===== src/sv/chunked_message_deframer_macros.svh =====
// Assertion macros shared by the deframer RTL.
// No dependencies; included by files that carry assertions.
`ifndef CHUNKED_MESSAGE_DEFRAMER_MACROS_SVH
`define CHUNKED_MESSAGE_DEFRAMER_MACROS_SVH

// same-cycle implication, checked on every clock edge outside reset
`define CMD_ASSERT_NOW(label, ante, cons) \
   label: assert property (@(posedge clock) disable iff (reset) (ante) |-> (cons)) \
      else $error("assertion failed");

// next-cycle implication
`define CMD_ASSERT_NEXT(label, ante, cons) \
   label: assert property (@(posedge clock) disable iff (reset) (ante) |=> (cons)) \
      else $error("assertion failed");

`endif


===== src/sv/cmd_pkg.sv =====
// Types and constants for the chunked message deframer.
// No dependencies; used by cmd_parser and chunked_message_deframer.
package cmd_pkg;

   localparam int HS_BYTES = 20;
   localparam int HS_CNT_W = $clog2(HS_BYTES + 1);
   localparam int LEN_W = 25;
   localparam int CHUNK_W = 16;
   localparam logic [LEN_W-1:0] HARD_LIMIT = 25'd16777216;

   localparam logic [7:0] MAGIC [4] = '{8'h60, 8'h60, 8'hb0, 8'h17};

   typedef enum logic [2:0] {
      PH_HANDSHAKE,
      PH_HDR_HIGH,
      PH_HDR_LOW,
      PH_PAYLOAD,
      PH_HALT
   } phase_type;

   typedef enum logic [2:0] {
      K_PAYLOAD   = 3'd0,
      K_END       = 3'd1,
      K_HS_OK     = 3'd2,
      K_HS_BAD    = 3'd3,
      K_TOO_LARGE = 3'd4
   } kind_type;

   typedef struct packed {
      logic             valid;
      kind_type         kind;
      logic [7:0]       data;
      logic [LEN_W-1:0] length;
   } result_type;

endpackage


===== src/sv/cmd_parser.sv =====
// Deframer state machine: handshake check, chunk headers, payload count.
// Depends on cmd_pkg and chunked_message_deframer_macros.svh.
`include "chunked_message_deframer_macros.svh"

module cmd_parser (
   input  logic                      clock,
   input  logic                      reset,
   input  logic                      step,
   input  logic [7:0]                rx_byte,
   input  logic [cmd_pkg::LEN_W-1:0] max_bytes,
   output cmd_pkg::result_type       result
);

   cmd_pkg::phase_type          phase_ff, phase_in;
   logic [cmd_pkg::HS_CNT_W-1:0] hs_count_ff, hs_count_in;
   logic                         magic_ok_ff, magic_ok_in;
   logic [7:0]                   hdr_high_ff, hdr_high_in;
   logic [cmd_pkg::CHUNK_W-1:0]  remain_ff, remain_in;
   logic [cmd_pkg::LEN_W-1:0]    total_ff, total_in;

   logic [cmd_pkg::CHUNK_W-1:0]  size;
   logic [cmd_pkg::LEN_W-1:0]    limit;
   logic [cmd_pkg::LEN_W:0]      sum;
   logic                         magic_hit;

   assign size  = {hdr_high_ff, rx_byte};
   assign limit = (max_bytes > cmd_pkg::HARD_LIMIT) ? cmd_pkg::HARD_LIMIT : max_bytes;
   assign sum   = {1'b0, total_ff} + (cmd_pkg::LEN_W + 1)'(size);
   assign magic_hit = (hs_count_ff >= cmd_pkg::HS_CNT_W'(4)) ||
                      (rx_byte == cmd_pkg::MAGIC[hs_count_ff[1:0]]);

   always_ff @(posedge clock) begin
      if (reset) begin
         phase_ff    <= cmd_pkg::PH_HANDSHAKE;
         hs_count_ff <= '0;
         magic_ok_ff <= 1'b1;
         hdr_high_ff <= '0;
         remain_ff   <= '0;
         total_ff    <= '0;
      end else begin
         phase_ff    <= phase_in;
         hs_count_ff <= hs_count_in;
         magic_ok_ff <= magic_ok_in;
         hdr_high_ff <= hdr_high_in;
         remain_ff   <= remain_in;
         total_ff    <= total_in;
      end
   end

   always_comb begin
      phase_in      = phase_ff;
      hs_count_in   = hs_count_ff;
      magic_ok_in   = magic_ok_ff;
      hdr_high_in   = hdr_high_ff;
      remain_in     = remain_ff;
      total_in      = total_ff;
      result.valid  = 1'b0;
      result.kind   = cmd_pkg::K_PAYLOAD;
      result.data   = '0;
      result.length = '0;
      if (step) begin
         case (phase_ff)
            cmd_pkg::PH_HANDSHAKE: begin
               magic_ok_in = magic_ok_ff & magic_hit;
               hs_count_in = hs_count_ff + 1'b1;
               if (hs_count_ff == cmd_pkg::HS_CNT_W'(cmd_pkg::HS_BYTES - 1)) begin
                  result.valid = 1'b1;
                  if (magic_ok_in) begin
                     phase_in    = cmd_pkg::PH_HDR_HIGH;
                     result.kind = cmd_pkg::K_HS_OK;
                  end else begin
                     phase_in    = cmd_pkg::PH_HALT;
                     result.kind = cmd_pkg::K_HS_BAD;
                  end
               end
            end
            cmd_pkg::PH_HDR_HIGH: begin
               hdr_high_in = rx_byte;
               phase_in    = cmd_pkg::PH_HDR_LOW;
            end
            cmd_pkg::PH_HDR_LOW: begin
               if (size == '0) begin
                  phase_in = cmd_pkg::PH_HDR_HIGH;
                  if (total_ff != '0) begin
                     result.valid  = 1'b1;
                     result.kind   = cmd_pkg::K_END;
                     result.length = total_ff;
                     total_in      = '0;
                  end
               end else if (sum > {1'b0, limit}) begin
                  phase_in     = cmd_pkg::PH_HALT;
                  result.valid = 1'b1;
                  result.kind  = cmd_pkg::K_TOO_LARGE;
               end else begin
                  remain_in = size;
                  phase_in  = cmd_pkg::PH_PAYLOAD;
               end
            end
            cmd_pkg::PH_PAYLOAD: begin
               total_in     = total_ff + 1'b1;
               remain_in    = remain_ff - 1'b1;
               if (remain_in == '0) begin
                  phase_in = cmd_pkg::PH_HDR_HIGH;
               end
               result.valid = 1'b1;
               result.kind  = cmd_pkg::K_PAYLOAD;
               result.data  = rx_byte;
            end
            default: begin
            end
         endcase
      end
   end

   `CMD_ASSERT_NOW(a_payload_nonempty, phase_ff == cmd_pkg::PH_PAYLOAD, remain_ff != '0)
   `CMD_ASSERT_NEXT(a_halt_sticky, phase_ff == cmd_pkg::PH_HALT, phase_ff == cmd_pkg::PH_HALT)
   `CMD_ASSERT_NOW(a_hs_count_range, 1'b1, hs_count_ff <= cmd_pkg::HS_CNT_W'(cmd_pkg::HS_BYTES))
   `CMD_ASSERT_NOW(a_total_bounded, 1'b1, total_ff <= cmd_pkg::HARD_LIMIT)
   `CMD_ASSERT_NOW(a_payload_phase, result.valid && result.kind == cmd_pkg::K_PAYLOAD,
      phase_ff == cmd_pkg::PH_PAYLOAD)

endmodule


===== src/sv/chunked_message_deframer.sv =====
// Top level of the chunked message deframer: input register, parser, result register.
// Depends on cmd_pkg and cmd_parser.
//
//   channel  direction  payload                              accepted when
//   req_     in         tdata = rx_byte                      tvalid & tready
//   rsp_     out        tdata = data, message_length; tuser = kind   tvalid & tready
//   csr_     in         data = max_message_bytes             valid & ready (always ready)
//
// One word per cycle sustained while rsp_ is not stalled; a word is held in the input register
// and is parsed into the result register once that register is empty or being drained.
// Reset (synchronous) returns to the handshake phase and sets the limit to 2^24.
// A stalled result holds the result register; the input register then fills and
// req_tready drops. Words that produce no result leave no trace on rsp_.
module chunked_message_deframer (
   input  logic        clock,
   input  logic        reset,
   input  logic        req_tvalid,
   output logic        req_tready,
   input  logic [7:0]  req_tdata,   // [7:0] rx_byte
   output logic        rsp_tvalid,
   input  logic        rsp_tready,
   output logic [39:0] rsp_tdata,   // [7:0] data, [32:8] message_length, [39:33] zero
   output logic [2:0]  rsp_tuser,   // [2:0] kind
   input  logic        csr_valid,
   output logic        csr_ready,
   input  logic [24:0] csr_data
);

   logic                      in_valid_ff, in_valid_in;
   logic [7:0]                in_byte_ff;
   logic [cmd_pkg::LEN_W-1:0] max_ff;
   logic                      out_valid_ff, out_valid_in;
   cmd_pkg::result_type       out_ff;
   cmd_pkg::result_type       result;
   logic                      advance;

   assign advance     = in_valid_ff && (!out_valid_ff || rsp_tready);
   assign req_tready  = !in_valid_ff || advance;
   assign csr_ready   = 1'b1;
   assign in_valid_in = req_tvalid || (in_valid_ff && !advance);
   assign out_valid_in = advance ? result.valid : (out_valid_ff && !rsp_tready);

   cmd_parser u_parser (
      .clock     (clock),
      .reset     (reset),
      .step      (advance),
      .rx_byte   (in_byte_ff),
      .max_bytes (max_ff),
      .result    (result)
   );

   always_ff @(posedge clock) begin
      if (reset) begin
         in_valid_ff  <= 1'b0;
         out_valid_ff <= 1'b0;
         max_ff       <= cmd_pkg::HARD_LIMIT;
      end else begin
         in_valid_ff  <= in_valid_in;
         out_valid_ff <= out_valid_in;
         if (csr_valid) begin
            max_ff <= csr_data;
         end
      end
   end

   always_ff @(posedge clock) begin
      if (req_tvalid && req_tready) begin
         in_byte_ff <= req_tdata;
      end
      if (advance) begin
         out_ff <= result;
      end
   end

   assign rsp_tvalid = out_valid_ff;
   assign rsp_tuser  = out_ff.kind;
   assign rsp_tdata  = {7'd0, out_ff.length, out_ff.data};

endmodule

===== config.mk =====
export PLATFORM = sky130hd
export DESIGN_NAME = chunked_message_deframer
export DESIGN_NICKNAME = d
export VERILOG_FILES = /design/src/sv/cmd_pkg.sv /design/src/sv/cmd_parser.sv /design/src/sv/chunked_message_deframer.sv
export VERILOG_INCLUDE_DIRS = /design/src /design/src/sv
export SDC_FILE = /design/constraint.sdc
export NUM_CORES = 1
export LEC_CHECK = 0
export BUFFER_PORTS_ARGS = -buffer_cell sky130_fd_sc_hd__buf_2
export CAP_MARGIN = 20
export CELL_PAD_IN_SITES_DETAIL_PLACEMENT = 2
export CELL_PAD_IN_SITES_GLOBAL_PLACEMENT = 2
export CORE_ASPECT_RATIO = 1.25
export CORE_MARGIN = 1.5
export CORE_UTILIZATION = 33
export CTS_CLUSTER_SIZE = 24
export DETAILED_ROUTE_END_ITERATION = 10
export HOLD_SLACK_MARGIN = 0.12
export PLACE_DENSITY = 0.85
export SLEW_MARGIN = 5
export SYNTH_ARGS = -nofsm -noshare
export SYNTH_HDL_FRONTEND = slang
export SYNTH_SLANG_ARGS = --single-unit

===== constraint.sdc =====
create_clock -name clock -period 4.8 [get_ports clock]
set_input_delay 0.24 -clock clock [delete_from_list [all_inputs] [get_ports clock]]
set_output_delay 0.24 -clock clock [all_outputs]
set_load 0.01 [all_outputs]

==> metrics.txt <==
total global routing overflow 0; Layout Area Growth over Synthesis 29.0%; clock sinks 129; number of maximum-capacitance violations 0; level count of the clock H-tree 4; register bit count reported by yosys 129; effective utilization at floorplan 0.335; Storage cell area 3020 um^2; Core Region 22,200 um^2; Min Clock Period, post-route 5000 ps; Final Max Slew Viols 0; Unique masters post-synth 74; residual DRC count 0; clock skew 14.7 ps; Final Wtd Congestion 0.842; Top FF cell, synth sky130_fd_sc_hd__dfxtp_1; overall track demand over capacity in global routing 0.242; final antenna diode count 0; cells taking the most area after synthesis sky130_fd_sc_hd__dfxtp_1 (23%), sky130_fd_sc_hd__edfxtp_1 (18%), sky130_fd_sc_hd__ha_1 (8.2%), sky130_fd_sc_hd__nor2_1 (5.1%), sky130_fd_sc_hd__mux2i_1 (4.7%); endpoint arrival time on the critical path 5320 ps; final WL 28,200 um; number of synthesis warnings 0; total power 2860 uW; number of cells produced by synthesis 805; NumNets Final 1,034; half-perimeter wire length after detailed placement 18,000 um; # rows 61; utilization after layout 0.432; vias in the first global route 7,482; largest net degree at the start of global routing 55; ANT nets after route 0; instance area at placement 8220 um^2; TritonCTS clock tree done; final number of hold-violating endpoints 0; router iterations before antenna repair 5; TNS Setup -2690 ps; area of the die 23,500 um^2; number of port buffers 75; final standard cell area without fillers 9590 um^2; root buf cell sky130_fd_sc_hd__clkbuf_16; clock transition at the registers of the reported paths 60 ps; mean instance size in the synthesized netlist 9.24 um^2; synthesized cell area 7440 um^2; smallest setup slack after layout -203 ps; total via count in the routed design 6,950; result of the run finished with violations; transition time at the pin with the least slew margin 1100 ps; Max VDD drop 0.260 mV; clock tree buffer depth 2; Final setup violation count 19; sequential area share after synthesis 0.406; Synth async-reset ratio 0; Vias per Instance 5.60; nature of the critical path endpoint flip-flop; wire length of the first global-routing pass 42,600 um; top-level port count 84; proportion of layout cells with a drive suffix above 1 0.228; relative slew slack 0.261; number of antenna violations at the first check in global routing 0; pwr dens 298 nW/um^2; setup repair after global routing missed its margin yes; f_max 200 MHz; post-synth top area cell sky130_fd_sc_hd__dfxtp_1; worst min-delay path category primary input to flip-flop; violated checks setup timing; startpoint type of the worst setup path flip-flop; width of the chip 137 um; total of fill cells in the finished design 2,369; final clock period utilization by the worst path 1.04; number of synthesized flops with an enable pin 44; Setup WS pre-CTS -148 ps; share of the synthesized area in the top cell type 0.229; area occupied by multi-input gates 4330 um^2; insertion delay to the later sink of the worst-skew pair 440 ps; Crit Path Class flip-flop to flip-flop; average detailed-routed wire length per instance 22.7 um; Inserted Clock Buffers 17; vertical die dimension 171 um; total leakage power 0.00402 uW; Max Fanout on Critical Path 7; Starting DRT DRC Count 316; required time worst endpoint 5110 ps
-- final timing paths --
path | startpoint | to | slack, ps | cells past startpoint
worst max-delay path | in_byte_ff[0] | u_parser.remain_ff[2] | -200 | 22
worst min-delay path | csr_data[18] | max_ff[18] | 140 | 3
worst max register to register | in_byte_ff[0] | u_parser.remain_ff[2] | -200 | 22
worst min register to register | u_parser.remain_ff[12] | u_parser.remain_ff[12] | 510 | 2
-- power breakdown --
group          switching [uW]  internal (uW)
Clock                     551            817
Combinational             175            128
Sequential               31.5           1160
-- final cells by class --
cell class | count | share of cell area
clock inverter | 13 | 0.0156
tap | 283 | 0.0369
clock buffer | 19 | 0.0484
timing repair buffer | 158 | 0.121
multi-input combinational | 610 | 0.451
sequential | 129 | 0.315
inverter | 30 | 0.0120
-- per-layer routing --
| metal | wire [um] | global-route usage |
|---|---|---|
| met1 | 10700 | 0.260 |
| met2 | 15300 | 0.450 |
| met3 | 731 | 0.0391 |
| met4 | 1400 | 0.123 |
| met5 | 0 | 0 |
-- state kept, by name, indices dropped and copies added (netlist names), 3 cells and up --
name / count
rsp_tdata: 33
max_ff: 25
u_parser.total_ff: 25
u_parser.remain_ff: 16
in_byte_ff: 8
u_parser.hdr_high_ff: 8
u_parser.hs_count_ff: 5
rsp_tuser: 3
u_parser.phase_ff: 3
-- placed cells by master (no fill, tap or decap), drive strengths merged, types with 13 or more instances in the layout --
master,n
buf,124
inv,32
o21ai,30
ha,49
nor2,103
a21oi,49
nand4,15
clkbuf,20
nor4,22
nor3,21
dfxtp,85
xnor2,27
nand3,16
nand2,56
edfxtp,44
and2,34
and3,13
xor2,22
mux2i,35
dlygate4sd3,33
-- cells by family after synthesis --
group	Yosys count	synth area share
and+or+nand+nor	321	0.224
buffers and inverters	72	0.0462
xor gates and xnor gates	49	0.0577
AOI/OAI and AO/OA	146	0.131
DFF	129	0.406
other	2	0.00101
muxes	36	0.0486
adders and majority gates	50	0.0851
-- timing repair --
action / 4_1_cts / 5_1_grt
pin swaps: 13 / 23
cloned: 0 / 1
hold buffers: 33 / 0
resized for setup: 30 / 27
endpoints found under the hold margin: 33 / 0
buffers inserted: 7 / 8
endpoints found under the setup margin: 20 / 21
-- worst max-delay path: stages (launching register included) --
cell                        delay [ps]
sky130_fd_sc_hd__edfxtp_1          440
sky130_fd_sc_hd__ha_4              210
sky130_fd_sc_hd__inv_4              60
sky130_fd_sc_hd__fa_2              210
sky130_fd_sc_hd__nor2b_2            50
sky130_fd_sc_hd__o31a_1            310
sky130_fd_sc_hd__o41a_1            370
sky130_fd_sc_hd__a22o_1            270
sky130_fd_sc_hd__o41ai_4           280
sky130_fd_sc_hd__o21a_2            230
sky130_fd_sc_hd__buf_12            120
sky130_fd_sc_hd__nor2_4             40
sky130_fd_sc_hd__xor2_1            160
sky130_fd_sc_hd__ha_1              370
sky130_fd_sc_hd__and3_4            200
sky130_fd_sc_hd__a31o_4            240
sky130_fd_sc_hd__a31oi_4           150
sky130_fd_sc_hd__a21oi_2            90
sky130_fd_sc_hd__a211oi_4          330
sky130_fd_sc_hd__a31oi_4           170
sky130_fd_sc_hd__clkbuf_16         230
sky130_fd_sc_hd__o211ai_1          250
sky130_fd_sc_hd__o21ai_2            90
-- synthesized netlist by cell type (3+ instances only) --
| cell type | instances |
|---|---|
| sky130_fd_sc_hd__edfxtp_1 | 44 |
| sky130_fd_sc_hd__nor3_1 | 19 |
| sky130_fd_sc_hd__or4_1 | 3 |
| sky130_fd_sc_hd__and3_1 | 9 |
| sky130_fd_sc_hd__nor2_1 | 102 |
| sky130_fd_sc_hd__nor2b_1 | 4 |
| sky130_fd_sc_hd__nand2_1 | 56 |
| sky130_fd_sc_hd__buf_1 | 3 |
| sky130_fd_sc_hd__o21a_1 | 6 |
| sky130_fd_sc_hd__and2_1 | 33 |
| sky130_fd_sc_hd__nor4_1 | 22 |
| sky130_fd_sc_hd__nand3_1 | 16 |
| sky130_fd_sc_hd__and3_2 | 4 |
| sky130_fd_sc_hd__or3_1 | 7 |
| sky130_fd_sc_hd__ha_1 | 49 |
| sky130_fd_sc_hd__and4_1 | 7 |
| sky130_fd_sc_hd__o21ai_1 | 7 |
| sky130_fd_sc_hd__xnor2_1 | 27 |
| sky130_fd_sc_hd__a2111oi_0 | 3 |
| sky130_fd_sc_hd__buf_6 | 3 |
| sky130_fd_sc_hd__nand2b_1 | 5 |
| sky130_fd_sc_hd__nand4_1 | 15 |
| sky130_fd_sc_hd__o21ai_0 | 22 |
| sky130_fd_sc_hd__buf_4 | 9 |
| sky130_fd_sc_hd__buf_2 | 4 |
| sky130_fd_sc_hd__clkbuf_1 | 20 |
| sky130_fd_sc_hd__mux2i_1 | 35 |
| sky130_fd_sc_hd__a31oi_1 | 8 |
| sky130_fd_sc_hd__a21oi_1 | 49 |
| sky130_fd_sc_hd__a211oi_1 | 5 |
| sky130_fd_sc_hd__a21o_1 | 6 |
| sky130_fd_sc_hd__inv_1 | 29 |
| sky130_fd_sc_hd__xor2_1 | 22 |
| sky130_fd_sc_hd__o32ai_1 | 7 |
| sky130_fd_sc_hd__nor3b_2 | 3 |
| sky130_fd_sc_hd__dfxtp_1 | 85 |
| sky130_fd_sc_hd__o211ai_1 | 10 |
-- metrics by stage --
stage / cells / hold WS, ps
finish: 1242 / 141
CTS: 1232 / 128
detailed placement: 1160 / 419
global placement: 1160 / 418
floorplan: 811 / 339
global route: 1242 / 153
(Power assumes the default switching activity.)
